<file path="src/design/tts_alloc.sv">
`timescale 1ns / 1ps
`default_nettype none
module tts_alloc #(
  parameter int SLOTS = 8,
  parameter int SW    = 3
) (
  input  wire logic [SLOTS-1:0] free_vec,
  output logic                  found,
  output logic [SW-1:0]         idx
);

  // lowest free slot wins
  always_comb begin
    found = 1'b0;
    idx   = '0;
    for (int i = SLOTS - 1; i >= 0; i--) begin
      if (free_vec[i]) begin
        found = 1'b1;
        idx   = SW'(i);
      end
    end
  end

endmodule
`default_nettype wire

</file>
<file path="config.mk">
export PLATFORM = sky130hd
export DESIGN_NAME = tts_alloc
export DESIGN_NICKNAME = d
export VERILOG_FILES = /design/src/design/tts_alloc.sv
export SDC_FILE = /design/constraint.sdc
export NUM_CORES = 1
export LEC_CHECK = 0
export BUFFER_PORTS_ARGS = -buffer_cell sky130_fd_sc_hd__buf_4
export CORE_AREA = 3 3 40 42
export DETAILED_ROUTE_END_ITERATION = 7
export DIE_AREA = 0 0 43 45
export PLACE_DENSITY = 0.31
export SYNTH_ARGS = -nofsm -noshare
export SYNTH_HDL_FRONTEND = slang
export SYNTH_SLANG_ARGS = --single-unit
export TNS_END_PERCENT = 10
</file>
<file path="constraint.sdc">
create_clock -name vclk -period 0.8
set_input_delay 0.2 -clock vclk [all_inputs]
set_output_delay 0.2 -clock vclk [all_outputs]
set_load 0.1 [all_outputs]
</file>
==> results.toml, run 1 <==
[final_layout]
num_antenna_cells = 0
fin_cells = 45
seq_cell_count = 0
seq_area_um2 = 0
fin_util = 0.306
area_growth_pct = 391
clock_buffers = 0
fillers = 136
nets = 40
drive_gt1_frac = 0.867

[placed_design]
io_buffer_count = 12
detailedPlace.worstSlack_ps = -538
dp_cells = 42
place.gp.congestion = 0.759
dp.final_hpwl_um = 342

[floorplan]
dieArea_um2 = 1940
rows = 13
fp.dieH_um = 45
die_w_um = 43
core-area_um2 = 1280
start_util = 0.0623
io_pins = 12

[setup_path]
cp_cell_sequence = "buf_12, nor4_4, nor2b_4, buf_12"
worst_setup_path_end_kind = "output port"
crit_start = "free_vec[0]"
cpLargestDelayFamily = "simple AND/OR/NAND/NOR gates"
timing.critical_path.buf_inv = 2
crit_cells = 4
slowest_delay_ps = 290
crit_required_ps = 600
cp_max_fo = 3
crit_end = "idx[2]"
cpMostUsedCell = "buf_12"
slowest_stage = "nor4_4"
crit_arrival_ps = 980
cp-start-kind = "input pin"
worstSetupPathType = "input pin to output port"

[power]
p_leak_nw = 0.170
intPower_w = 0.000110
clkPwrFrac = 0
comb_power_share = 1.000
p_per_area_nw_per_um2 = 609
p_sw_frac = 0.542
power_frac_seq = 0
p_sw_w = 0.000130
ir_worst_vdd_uv = 342

[yosys]
synthDistinctLibCells = 11
yosysWarnings = 0
synth_nets = 21
synthesis.area_um2 = 80.1
avgSynthCellArea_um2 = 6.16
synthCells = 13
seq_area_frac_synth = 0

[run]
max_cap_violations = 0

[sta]
timing.setup.tns_ps = -1470
setup_viol = 4
clock.fmax_mhz = 844
rsz0062_at_grt = "yes"
slew-limit-headroom = 0.836
finalHoldViolations = 0
finalMaxSlewViolations = 0
worst_slack_ps = -385
period_needed_ps = 1180
worst_pin_slew_ps = 245
min_period_over_period = 1.48

[grt]
antenna_found_initial = 0
grt_max_degree = 5
grt_usage = 0.0457
grt_pass1_wl_um = 710
overflow = 0
grt_pass1_vias = 177

[route]
dr.pass1.iters = 1
drtIter0Drc = 0
vias_per_cell = 3.91
drt-total-wl_um = 415
drtAntennaViolNets = 0
remaining_drc_errors = 0
vias = 176
wl_per_cell_um = 9.22

[run_status]
violations = "setup timing"
status = "finished, violations left"

[hold_path]
min-delay-start = "free_vec[1]"
hp-class = "input pin to output port"

[clock_tree]
cts_hold_buf = 0
-- power by group through the flow --
stage / logic, W / registers (W) / clock network [W]
final: 0.000239 / 0 / 0
after CTS: 0.000208 / 0 / 0
after floorplan: 0.0000967 / 0 / 0
after global placement: 0.000174 / 0 / 0
after detailed placement: 0.000176 / 0 / 0
after global routing: 0.000251 / 0 / 0
-- layer usage --
layer | vias up | track usage | wire length (um)
met5 | - | 0 | 0
met4 | 0 | 0 | 0
met3 | 0 | 0.00398 | 54
met2 | 12 | 0.0868 | 186
met1 | 80 | 0.0598 | 174
li1 | 84 | - | -
-- cell usage after synthesis (all sizes together) --
cell,number,area [um2]
nor2,2,7.51
nor2b,2,12.5
nor4,2,18.8
a211oi,1,7.51
a21oi,1,5.00
inv,1,3.75
nand2,1,3.75
o21ai,1,5.00
o21bai,1,7.51
o41ai,1,8.76
-- how the worst min path moves through the flow --
| stage | to | depth (start not counted) |
|---|---|---|
| 2_1_floorplan | idx[1] | 1 |
| 3_3_place_gp | idx[1] | 3 |
| 3_5_place_dp | idx[1] | 3 |
| 4_1_cts | idx[1] | 3 |
| 5_1_grt | idx[1] | 3 |
| 6_report | idx[1] | 3 |
-- kinds of logic after synthesis --
kind of cell	Yosys count	share of synthesized area
AND/OR/NAND/NOR	7	0.531
AO/OA/AOI/OAI	5	0.422
buffers and inverters	1	0.0468
-- repair_timing --
action / in CTS / in global routing
buffers inserted: 0 / 3
gates cloned: 0 / 0
endpoints found under the hold margin: 0 / 0
setup endpoints to repair: 4 / 4
pin swaps: 2 / 5
gates resized for setup: 15 / 13
-- cell type report --
cell class,instances,area (um2),share of cell area
timing repair buffer,17,209,0.532
inverter,1,3.75,0.00955
tap,15,18.8,0.0478
multi-input combinational,12,161,0.411
-- cells in the final DEF, fill, tap and decap left out --
cell	netlist	layout
buf_6	0	3
nand2_4	0	1
o21ai_2	0	1
buf_8	0	1
nor4_4	0	2
a211oi_4	0	1
o21bai_2	0	1
nor2_1	2	1
inv_1	1	1
buf_4	0	8
a21oi_1	1	1
nor2b_4	0	1
buf_12	0	5
nor2_4	0	1
nor2b_1	2	1
o41ai_4	0	1
-- stage by stage --
step / hold WS, ps / power (W) / area [um2]
5_1_grt: 742 / 0.000251 / 393
3_5_place_dp: 779 / 0.000176 / 250
4_1_cts: 738 / 0.000208 / 314
2_1_floorplan: 503 / 0.0000967 / 114
3_3_place_gp: 774 / 0.000174 / 250
6_report: 732 / 0.000239 / 393
Note: power is estimated with default switching activity, not from simulation.
==> run 2, diff against run 1 <==
--- a/config.mk
+++ b/config.mk
@@ -10,6 +10,7 @@
 export DETAILED_ROUTE_END_ITERATION = 7
 export DIE_AREA = 0 0 43 45
 export PLACE_DENSITY = 0.31
+export REMOVE_ABC_BUFFERS = 1
 export SYNTH_ARGS = -nofsm -noshare
 export SYNTH_HDL_FRONTEND = slang
 export SYNTH_SLANG_ARGS = --single-unit
==> run 2 against run 1 <==
The run still ends with setup timing left. Utilization down 2.5 points. Total power down 9.0%. Global-route usage down 0.26 points. Non-clock buffer count down 2. Via count down 8.0%. Maximum frequency down 1.8%. Wire length up 7.5%. Clock-buffer cell count unchanged. Worst hold slack better by 1.6 ps. Critical endpoint is now idx[0]. Largest power group unchanged.
==> results.toml, run 2 (synthesis results as in run 1) <==
[run_status]
status = "finished, violations left"
violations = "setup timing"

[route]
route.met3.wl_um = 74
drtIter0Drc = 1
wl_per_cell_um = 10.4
drt-total-wl_um = 446
drt-met1-wl_um = 196
wl_met2_um = 175
drtAntennaViolNets = 0
dr.pass1.iters = 2
remaining_drc_errors = 0
vias_per_cell = 3.77
highest_layer = "met3"
vias = 162

[floorplan]
die_w_um = 43
core-area_um2 = 1280
fp.dieH_um = 45
start_util = 0.0623
dieArea_um2 = 1940
io_pins = 12
rows = 13

[final_layout]
nets = 38
drive_gt1_frac = 0.893
num_antenna_cells = 0
final_cell_mix = "5 x buf_6, 4 x buf_8, 3 x buf_4"
seq_area_um2 = 0
seq_cell_count = 0
clock_buffers = 0
area_growth_pct = 350
final_common_cell = "buf_6"
design_area_um2 = 360

[setup_path]
crit_start = "free_vec[6]"
worst_setup_path_end_kind = "output port"
crit_arrival_ps = 1010
timing.critical_path.buf_inv = 3
cpLargestDelayFamily = "buffers and inverters"
worstSetupPathType = "input pin to output port"
cp-start-kind = "input pin"
slowest_stage = "o41ai_2"
crit_required_ps = 600
cp_cell_sequence = "buf_8, inv_4, a21oi_2, o41ai_2, buf_6"
cp_max_fo = 3
slowest_delay_ps = 340

[power]
p_sw_frac = 0.557
p_sw_w = 0.000121
p_leak_nw = 0.151
power_frac_seq = 0
clkPwrFrac = 0
p_per_area_nw_per_um2 = 604
ir_worst_vdd_uv = 367
power_w = 0.000218
intPower_w = 0.0000964
comb_power_share = 1.000

[placed_design]
io_buffer_count = 12
place.gp.congestion = 0.663
place_area_um2 = 204
dp.final_hpwl_um = 325

[grt]
grt_usage = 0.0431
grt_pass1_vias = 165
grt_pass1_wl_um = 676
grt_max_degree = 5
overflow = 0
antenna_found_initial = 0

[hold_path]
min-delay-start = "free_vec[0]"
hp-class = "input pin to output port"

[sta]
finalMaxSlewViolations = 0
rsz0062_at_grt = "yes"
clock.fmax_mhz = 829
finalHoldViolations = 0
min_period_over_period = 1.51
worst_slack_ps = -406
period_needed_ps = 1210
worst_pin_slew_ps = 371
setup_viol = 4
slew-limit-headroom = 0.751

[run]
max_cap_violations = 0

[clock_tree]
cts_hold_buf = 0
==> run 2: metrics by stage <==
step                      TNS [ps]  setup slack (ps)  std cells  hold WS, ps   util
after global placement       -1910              -510         42          768  0.159
final                        -1540              -406         43          734  0.280
after floorplan              -6550             -2740         13          737      -
after detailed placement     -1920              -489         42          770  0.159
after global routing         -1720              -457         43          750  0.280
after CTS                    -1580              -416         43          738  0.246
==> run 2: layout make-up <==
type	instances	area, um2
repair buffers	15	193
fillers	140	925
inverters	1	6.26
well taps	15	18.8
multi-input cells	12	143
==> run 2: repair_timing <==
action,4_1_cts,5_1_grt
endpoints found under the setup margin,4,4
pin swaps,4,4
gates resized for setup,24,12
hold endpoints to repair,0,0
buffers inserted,1,0
==> run 2: power groups by stage <==
stage	Combinational [W]	Sequential, W	Clock (W)
after floorplan	0.0000814	0	0
after global placement	0.000145	0	0
after detailed placement	0.000145	0	0
after CTS	0.000193	0	0
after global routing	0.000227	0	0
final	0.000218	0	0
==> run 2: worst paths after layout <==
check	end	cells after the start
worst min-delay path	idx[1]	3
worst max-delay path	idx[0]	5
==> run 2: routing by layer <==
metal  GRT usage  up-vias
li1            -       81
met1      0.0595       69
met2      0.0659       12
met3      0.0199        0
met4           0        0
met5           0        -
==> run 3, diff against run 2 <==
--- a/config.mk
+++ b/config.mk
@@ -9,7 +9,6 @@
 export CORE_AREA = 3 3 40 42
 export DETAILED_ROUTE_END_ITERATION = 7
 export DIE_AREA = 0 0 43 45
-export PLACE_DENSITY = 0.31
 export REMOVE_ABC_BUFFERS = 1
 export SYNTH_ARGS = -nofsm -noshare
 export SYNTH_HDL_FRONTEND = slang
==> run 3 against run 2 <==
The run still ends with setup timing left. Cell count shrank 2.3%. Wire length grew 11%. Critical path depth shrank 1.
==> results.toml, run 3 (synthesis results as in run 1) <==
[setup_path]
slowest_stage = "nor4_4"
worst_setup_path_end_kind = "output port"
cp-start-kind = "input pin"
crit_end = "idx[2]"
cp_cell_sequence = "buf_8, nor4_4, nor2b_4, buf_12"
worstSetupPathType = "input pin to output port"
crit_required_ps = 600
slowest_delay_ps = 300
crit_start = "free_vec[3]"
cp_max_fo = 2
crit_arrival_ps = 1010

[sta]
min_period_over_period = 1.51
clock.fmax_mhz = 829
finalMaxSlewViolations = 0
setup_viol = 4
finalHoldViolations = 0
worst_pin_slew_ps = 308
rsz0062_at_grt = "yes"
hold_slack_ps = 722
period_needed_ps = 1210
slew-limit-headroom = 0.793
worst_slack_ps = -407

[final_layout]
drive_gt1_frac = 0.852
area_growth_pct = 334
fillers = 134
seq_cell_count = 0
final_common_cell = "buf_6"
seq_area_um2 = 0
nets = 37
num_antenna_cells = 0
clock_buffers = 0
final_cell_mix = "5 x buf_6, 4 x buf_4, 4 x buf_8"
multi_input_area_um2 = 154

[route]
vias_per_cell = 4.02
vias = 169
drtIter0Drc = 0
remaining_drc_errors = 0
wl_per_cell_um = 11.8
dr.pass1.iters = 1
drt-total-wl_um = 496
drtAntennaViolNets = 0

[grt]
grt_usage = 0.0498
grt_pass1_wl_um = 772
overflow = 0
grt_max_degree = 5
grt_pass1_vias = 154
antenna_found_initial = 0

[power]
p_sw_frac = 0.565
p_leak_nw = 0.133
clkPwrFrac = 0
p_per_area_nw_per_um2 = 646
ir_worst_vdd_uv = 152
p_sw_w = 0.000127
comb_power_share = 1.000
power_frac_seq = 0
power_w = 0.000225
intPower_w = 0.0000978

[run_status]
status = "finished, violations left"
violations = "setup timing"

[floorplan]
dieArea_um2 = 1940
fp.dieH_um = 45
start_util = 0.0623
io_pins = 12
die_w_um = 43
core-area_um2 = 1280
rows = 13

[placed_design]
dp.final_hpwl_um = 302
place.gp.congestion = 0.778
io_buffer_count = 12
detailedPlace.worstSlack_ps = -480

[clock_tree]
cts_hold_buf = 0
cts_setup_buffers = 0

[hold_path]
hp-class = "input pin to output port"
min-delay-start = "free_vec[4]"

[run]
max_cap_violations = 0
-- run 3: how the worst min path moves through the flow --
stage | end | slack, ps | cells past startpoint
2_1_floorplan | idx[1] | 740 | 1
3_3_place_gp | idx[1] | 770 | 3
3_5_place_dp | idx[1] | 780 | 3
4_1_cts | idx[0] | 740 | 3
5_1_grt | idx[0] | 730 | 3
6_report | idx[0] | 720 | 3
-- run 3: power groups by stage --
stage | sequential, W | clock [W] | combinational, W
final | 0 | 0 | 0.000225
after detailed placement | 0 | 0 | 0.000147
after CTS | 0 | 0 | 0.000194
after floorplan | 0 | 0 | 0.0000814
after global placement | 0 | 0 | 0.000147
after global routing | 0 | 0 | 0.000233
-- run 3: final cells by class --
type                            instances  share of cell area
Timing Repair Buffer                   14               0.478
Multi-Input combinational cell         12               0.442
Tap cell                               15              0.0540
Inverter                                1              0.0252
-- run 3: timing repair --
item	CTS	global route
pin swaps	5	4
resized for setup	22	11
endpoints found under the setup margin	4	4
-- run 3: worst max-delay path: cells and delay by family --
family                 cells  cell delay [ps]
AND/OR/NAND/NOR            2              520
buffers and inverters      2              280
-- run 3: stage by stage --
stage | util | setup TNS [ps] | cells | cell area, um2
global route | 0.271 | -1720 | 42 | 348
CTS | 0.235 | -1450 | 42 | 302
detailed placement | 0.159 | -1790 | 42 | 204
floorplan | - | -6550 | 13 | 80.1
finish | 0.271 | -1580 | 42 | 348
global placement | 0.159 | -1800 | 42 | 204
-- run 3: per-layer routing --
metal / share of wire / vias to the layer above / wire (um) / track usage
met1: 0.34 / 78 / 168 / 0.0595
met2: 0.52 / 12 / 256 / 0.0928
met3: 0.14 / 0 / 71 / 0.0159
met5: 0 / - / 0 / 0
met4: 0 / 0 / 0 / 0
li1: - / 79 / - / -
