`src/design/tts_pkg.sv`:
```
`timescale 1ns / 1ps
`default_nettype none
package tts_pkg;

  // slot modes
  localparam logic [1:0] MODE_FREE = 2'd0;
  localparam logic [1:0] MODE_DOWN = 2'd1;
  localparam logic [1:0] MODE_UP   = 2'd2;

  // command codes
  localparam logic [2:0] CMD_TICK       = 3'd0;
  localparam logic [2:0] CMD_START_UP   = 3'd1;
  localparam logic [2:0] CMD_START_DOWN = 3'd2;
  localparam logic [2:0] CMD_STOP       = 3'd3;
  localparam logic [2:0] CMD_READ       = 3'd4;

  // result status codes
  localparam logic [1:0] ST_OK       = 2'd0;
  localparam logic [1:0] ST_FULL     = 2'd1;
  localparam logic [1:0] ST_BAD_SLOT = 2'd2;
  localparam logic [1:0] ST_ZERO     = 2'd3;

  // per-slot update controls
  typedef struct packed {
    logic        tick;
    logic        take_up;
    logic        take_down;
    logic        stop;
    logic [31:0] dur;
  } slot_ctl_t;

  // per-slot status back to the top
  typedef struct packed {
    logic [1:0]  mode;
    logic [31:0] count;
    logic        expired;
    logic        active_next;
  } slot_stat_t;

endpackage
`default_nettype wire

```
`src/design/tts_slot.sv`:
```
`timescale 1ns / 1ps
`default_nettype none
module tts_slot (
  input  wire logic               clk,
  input  wire logic               rst,
  input  wire tts_pkg::slot_ctl_t ctl,
  output tts_pkg::slot_stat_t     stat
);
  import tts_pkg::*;

  logic [1:0]  mode;
  logic [1:0]  mode_next;
  logic [31:0] count;
  logic [31:0] count_next;

  always_comb begin
    mode_next  = mode;
    count_next = count;
    if (ctl.tick) begin
      case (mode)
        MODE_DOWN: begin
          if (count == 32'd0) begin
            mode_next = MODE_FREE;
          end else begin
            count_next = count - 32'd1;
          end
        end
        MODE_UP: begin
          count_next = count + 32'd1;
        end
        default: begin
        end
      endcase
    end
    if (ctl.take_up) begin
      mode_next  = MODE_UP;
      count_next = 32'd0;
    end
    if (ctl.take_down) begin
      mode_next  = MODE_DOWN;
      count_next = ctl.dur;
    end
    if (ctl.stop) begin
      mode_next = MODE_FREE;
    end
  end

  always_ff @(posedge clk) begin
    if (rst) begin
      mode <= MODE_FREE;
    end else begin
      mode <= mode_next;
    end
  end

  // count has no reset: every start writes it
  always_ff @(posedge clk) begin
    count <= count_next;
  end

  assign stat.mode        = mode;
  assign stat.count       = count;
  assign stat.expired     = ctl.tick && (mode == MODE_DOWN) && (count == 32'd0);
  assign stat.active_next = (mode_next != MODE_FREE);

endmodule
`default_nettype wire

```
`config.mk`:
```
export PLATFORM = sky130hd
export DESIGN_NAME = tts_slot
export DESIGN_NICKNAME = d
export VERILOG_FILES = /design/src/design/tts_pkg.sv /design/src/design/tts_slot.sv
export SDC_FILE = /design/constraint.sdc
export NUM_CORES = 1
export LEC_CHECK = 0
export BUFFER_PORTS_ARGS = -buffer_cell sky130_fd_sc_hd__buf_4
export CORE_MARGIN = 3
export CORE_UTILIZATION = 56
export CTS_CLUSTER_SIZE = 24
export DETAILED_ROUTE_END_ITERATION = 12
export GPL_ROUTABILITY_DRIVEN = 0
export PLACE_DENSITY = 0.92
export REMOVE_ABC_BUFFERS = 1
export SETUP_SLACK_MARGIN = 0.15
export SKIP_LAST_GASP = 1
export SYNTH_ARGS = -nofsm -noshare
export SYNTH_HDL_FRONTEND = slang
export SYNTH_SLANG_ARGS = --single-unit
```
`constraint.sdc`:
```
create_clock -name clk -period 4.1 [get_ports clk]
set_clock_uncertainty 0.2 [all_clocks]
set_input_delay 0.205 -clock clk [delete_from_list [all_inputs] [get_ports clk]]
set_output_delay 0.205 -clock clk [all_outputs]
set_load 0.005 [all_outputs]
```
==> impl_metrics.toml, run 1 <==
[outcome]
outcome = "completed"

[worst_hold_path]
hp-start = "ctl[20]"
holdCritPathClass = "in -> reg"

[cells_and_area]
diodes = 0
fin_cells = 564
num-fill-cells = 422
syn_to_final_growth_pct = 27.2
fin_area_um2 = 4300
fin_nets = 569
final_layout_size_suffix_gt1_share_pct = 18.9

[route]
vias = 3632
vias_per_cell = 6.44
drt_pass1_iterations = 5
totalWireLength_um = 10300
ant_nets = 0
wl_per_cell_um = 18.3
drc = 0
first_iter_violations = 376

[clock_tree]
numCtsBuffers = 5
tritoncts = "done"
cts_sinks = 34
postCtsResizedCells = 0
htree_levels = 2
clk_pin_slew_worst_paths_ns = 0.08
cts_buffer_depth = 2
clockRootBuffer = "clkbuf_8"
worstSkewPairLatency_ns = 0.30

[logic_synthesis]
synth_compound_area_share_pct = 25.8
muxShareOfSynthArea_pct = 0
async_flop_share_pct = 0
ys.warnings.count = 0
synthFlopType = "edfxtp_1"
netlist_instances = 405
synth_xor_area_share_pct = 6.48
ys_ff_latch = 34
synth_top_family_by_area = "compound AO/OA/AOI/OAI gates"
synth_fa_ha_area_share_pct = 15.0
synth-simple-area-share_pct = 19.3
yosysMostFrequentCell = "nand2_1"
synth.largest_area_cell = "edfxtp_1"
netlist_top_cells_count = "48 x nand2_1, 39 x ha_1, 35 x a21oi_1"
synth_top_area_share_pct = 28.4
synth_area_um2 = 3380
seq_area_frac_synth_pct = 29.6
synthTopCellsByArea = "edfxtp_1 28%, ha_1 14%, nand2_1 5.3%, a21oi_1 5.2%, o21ai_0 4.4%"
synth-edff-count = 32
yosysUniqueCellTypes = 51
syn_area_per_cell_um2 = 8.34

[timing]
tightest_slew_ns = 0.825
rsz0062_at_grt = "no"
fmax_mhz = 280
relSlewSlack_pct = 45.0
hold_slack_ns = 0.00174
setup_viol = 0
setup_tns_ns = 0
period_needed_ns = 3.58
maxSlewViolCount = 0
period_share_pct = 87.2
hold_viol_final = 0

[grt]
track_usage_pct = 29.0
grt_max_degree = 41
grt_pass1_vias = 3440
grt_overflow = 0
grt_pass1_wl_um = 16800
grt_antenna_before_repair = 0

[critical_path]
worstSetupEndpoint = "count[19]"
rr_startpoint = "mode[0]"
start_kind = "flop"
rr_worst_depth = 13
max_stage_delay_ns = 0.45
crit_cells = 13
cp_data_arrival_time_ns = 3.40
critPathRequiredTime_ns = 3.93
reg2reg_slack_ns = 0.52
endpoint_kind = "flop"
crit_chain = "inv_1, ha_1, inv_1, buf_12, ha_1, a21oi_2, nor2_1, o41ai_4, a21oi_1, nor3_1, o21ai_1, xnor2_1, o21ai_1"
cp_max_fo = 38
cp-startpoint = "mode[0]"
reg2reg_to = "count[19]"
cp_slowest_cell = "nor3_1"
worst-path-buf-inv = 3
crit_family = "compound AO/OA/AOI/OAI gates"
critPathKind = "reg -> reg"

[job]
maxCapViolations = 0

[power_and_ir_drop]
leakagePower_nw = 1.84
ir_drop_v = 0.000219
cellPowerDensity_nw_per_um2 = 401

[floorplanning]
die_x_um = 83.7
die_area_um2 = 7000
start_util_pct = 59.5
fp-row-count = 27
die_h_um = 83.7
fp.coreArea_um2 = 5680
io_pins = 74

[placement]
dpl.cell_count = 535
dpl_cell_area_um2 = 3970
dpl.hpwl_um = 7240
io_buffers = 73
[routing by layer]
metal  GRT usage [%]  part of all wire [%]  wire, um
met3            5.43                   9.1       941
met1            37.9                    40      4160
met5               0                     0         0
met4            9.21                   3.2       330
met2            48.4                    47      4870
[layout make-up]
class	count	area, um^2	share of cell area [%]
clock buffer	5	68.8	1.60
clock inverter	3	45.0	1.05
inverter	14	52.6	1.22
multi-input combinational	340	2250	52.5
sequential	34	1000	23.3
tap	72	90.1	2.10
timing repair buffer	96	786	18.3
[placed cells by master, fill, tap and decap left out, drive strengths merged, types with 6 or more instances in the layout]
master / n
nand4: 11
ha: 39
nor3: 11
buf: 75
o21ai: 46
a21o: 17
inv: 14
nor4: 7
a21oi: 38
xnor2: 17
nor2: 28
o21bai: 6
dlygate4sd3: 21
nand2: 49
xor2: 8
edfxtp: 32
o31ai: 6
nand3: 13
[worst reg2reg max path, stage by stage (launching register included)]
cell     delay (ns)
dfxtp_1        0.41
inv_1          0.07
ha_1           0.22
inv_1          0.10
buf_12         0.23
ha_1           0.35
a21oi_2        0.14
nor2_1         0.08
o41ai_4        0.37
a21oi_1        0.15
nor3_1         0.45
o21ai_1        0.25
xnor2_1        0.20
o21ai_1        0.08
[state kept, by name (all words and copies together), names as in the netlist]
name and count:
mode 2, count 32
[worst min-delay path by stage]
stage / to / slack [ns] / cells after the start
CTS: count[0] / 0.005 / 3
global placement: mode[1] / 0.18 / 2
floorplan: mode[1] / 0.08 / 1
global route: count[1] / 0.01 / 3
finish: count[20] / 0.002 / 3
detailed placement: mode[0] / 0.19 / 2
[stage by stage]
stage                     power (W)  util, %  setup slack, ns
final                       0.00172     75.7            0.523
after global routing        0.00182     75.7            0.284
after CTS                   0.00170     75.7            0.622
after detailed placement    0.00135     70.0            0.644
after global placement      0.00132     70.0            0.791
after floorplan             0.00108        -            0.295
[cell families (layout without fill, tap and decap cells)]
group / Yosys count / count (layout)
AOI/OAI and AO/OA: 137 / 137
DFF: 34 / 34
and+or+nand+nor: 138 / 138
xor gates and xnor gates: 25 / 25
adders and majority gates: 40 / 40
buffers and inverters: 31 / 118
[report_power, final]
group / switching [W] / leakage [nW] / internal (W) / total (W)
combinational: 0.000496 / 1.43 / 0.000393 / 0.000889
clock: 0.000148 / 0.0504 / 0.000181 / 0.000329
sequential: 0.0000587 / 0.358 / 0.000447 / 0.000505
total: 0.000703 / 1.84 / 0.00102 / 0.00172
[repair_timing]
item                       in CTS  in global routing
setup endpoints to repair       0                  0
buffers inserted                0                  0
hold endpoints to repair       20                  0
hold buffers                   21                  0
(Power assumes the default switching activity.)
==> run 2: changes to the inputs <==
--- a/config.mk
+++ b/config.mk
@@ -7,11 +7,11 @@
 export LEC_CHECK = 0
 export BUFFER_PORTS_ARGS = -buffer_cell sky130_fd_sc_hd__buf_4
 export CORE_MARGIN = 3
-export CORE_UTILIZATION = 56
+export CORE_UTILIZATION = 40
 export CTS_CLUSTER_SIZE = 24
 export DETAILED_ROUTE_END_ITERATION = 12
 export GPL_ROUTABILITY_DRIVEN = 0
-export PLACE_DENSITY = 0.92
+export PLACE_DENSITY = 0.72
 export REMOVE_ABC_BUFFERS = 1
 export SETUP_SLACK_MARGIN = 0.15
 export SKIP_LAST_GASP = 1
==> run 2 against run 1 <==
Compared with the run above: clock-buffer cell count is the same; die area grew 37%; combinational power shrank 1%; clock power is essentially flat; maximum frequency grew 2.1%; highest routed layer unchanged; sequential power is essentially flat; core utilization shrank 20 points; flip-flop and latch count is the same; global-route usage shrank 8.2 points; via count shrank 4.0%; setup slack gained 0.073 ns.
==> impl_metrics.toml, run 2 (synthesis results as in run 1) <==
[grt]
track_usage_pct = 20.8
grt_antenna_before_repair = 0
grt_max_degree = 41
grt_pass1_wl_um = 16600
grt_overflow = 0
grt_pass1_vias = 3458

[job]
maxCapViolations = 0

[route]
first_iter_violations = 252
vias = 3486
vias_per_cell = 5.76
drc = 0
totalWireLength_um = 9990
ant_nets = 0
drt_pass1_iterations = 5
wl_per_cell_um = 16.5

[outcome]
outcome = "completed"

[timing]
period_share_pct = 85.5
rsz0062_at_grt = "no"
maxSlewViolCount = 0
relSlewSlack_pct = 62.6
tightest_slew_ns = 0.561
setup_viol = 0
hold_viol_final = 0
setup_tns_ns = 0
period_needed_ns = 3.50
fmax_mhz = 285

[cells_and_area]
final_common_cell = "buf_4"
largest_reg_flops = 32
final_layout_size_suffix_gt1_share_pct = 18.7
most-common-layout-cells = "75 x buf_4, 48 x nand2_1, 39 x ha_1"
diodes = 0
syn_to_final_growth_pct = 31.3
reg_top3 = "count (32), mode (2)"
top_register = "count"
postLayoutCoreUtil_pct = 55.7
fin_nets = 580

[clock_tree]
cts_setup_buffers = 0
numCtsBuffers = 5
clk_pin_slew_worst_paths_ns = 0.08
clockRootBuffer = "clkbuf_8"
cts_buffer_depth = 2
cts_hold_buf = 31
tritoncts = "done"
postCtsResizedCells = 0
worstSkewPairLatency_ns = 0.30
htree_levels = 2
cts_sinks = 34

[critical_path]
rr_worst_depth = 13
rr_startpoint = "mode[0]"
start_kind = "flop"
critPathRequiredTime_ns = 3.94
worstSetupEndpoint = "count[19]"
cp_max_fo = 38
endpoint_kind = "flop"
cp_data_arrival_time_ns = 3.34
reg2reg_to = "count[19]"
cp-startpoint = "mode[0]"
reg2reg_slack_ns = 0.60
critPathKind = "reg -> reg"

[floorplanning]
die_h_um = 97.9
fp.coreArea_um2 = 7970
die_x_um = 97.9
fp-row-count = 32
die_area_um2 = 9590
io_pins = 74
start_util_pct = 42.4

[placement]
io_buffers = 73
dpl.hpwl_um = 7270

[worst_hold_path]
holdCritPathClass = "in -> reg"

[power_and_ir_drop]
cellPowerDensity_nw_per_um2 = 384
ir_drop_v = 0.000210
leakagePower_nw = 1.89
## run 2: cell count changes in the layout (fill, tap and decap cells not counted), sizes merged
| cell | before | now |
|---|---|---|
| clkinvlp | 2 | 0 |
| buf | 75 | 76 |
| dlygate4sd3 | 21 | 31 |
| clkinv | 0 | 2 |
## run 2: layout make-up
type                            instances  area [um^2]
Fill cell                             737         3530
Multi-Input combinational cell        340         2250
Sequential cell                        34         1000
Timing Repair Buffer                  107          893
Tap cell                              102          128
Clock buffer                            5         68.8
Inverter                               14         52.6
Clock inverter                          3         40.0
## run 2: worst min path at each step
stage	from	to	slack (ns)	cells past startpoint
after floorplan	ctl[33]	mode[1]	0.08	1
after global placement	rst	mode[1]	0.18	2
after detailed placement	rst	mode[1]	0.18	2
after CTS	ctl[10]	count[10]	0.02	3
after global routing	ctl[29]	count[29]	0.03	3
final	ctl[10]	count[10]	0.01	3
## run 2: through the flow
| stage | power [W] | instances | worst slack (ns) | hold slack [ns] | instance area [um^2] |
|---|---|---|---|---|---|
| 2_1_floorplan | 0.00108 | 388 | 0.295 | 0.0814 | 3300 |
| 3_3_place_gp | 0.00134 | 566 | 0.799 | 0.184 | 4020 |
| 3_5_place_dp | 0.00135 | 566 | 0.659 | 0.184 | 4020 |
| 4_1_cts | 0.00171 | 605 | 0.641 | 0.0154 | 4440 |
| 5_1_grt | 0.00182 | 605 | 0.396 | 0.0333 | 4440 |
| 6_report | 0.00171 | 605 | 0.595 | 0.0107 | 4440 |
## run 2: report_power, final
group	internal, W	switching (W)
sequential	0.000447	0.0000584
combinational	0.000398	0.000478
clock	0.000179	0.000146
## run 2: critical path, stage by stage (launching register included)
cell	delay, ns
dfxtp_1	0.39
inv_1	0.06
ha_1	0.22
inv_1	0.11
buf_12	0.21
ha_1	0.34
a21oi_2	0.15
nor2_1	0.07
o41ai_4	0.35
a21oi_1	0.15
nor3_1	0.43
o21ai_1	0.25
xnor2_1	0.20
o21ai_1	0.07
## run 2: per-layer routing
metal  wire length, um  share of wire (%)  GRT usage [%]
met4               201                2.0           6.28
met2              4530                 45           33.9
met1              4570                 46           28.7
met3               684                6.8           3.00
met5                 0                  0              0
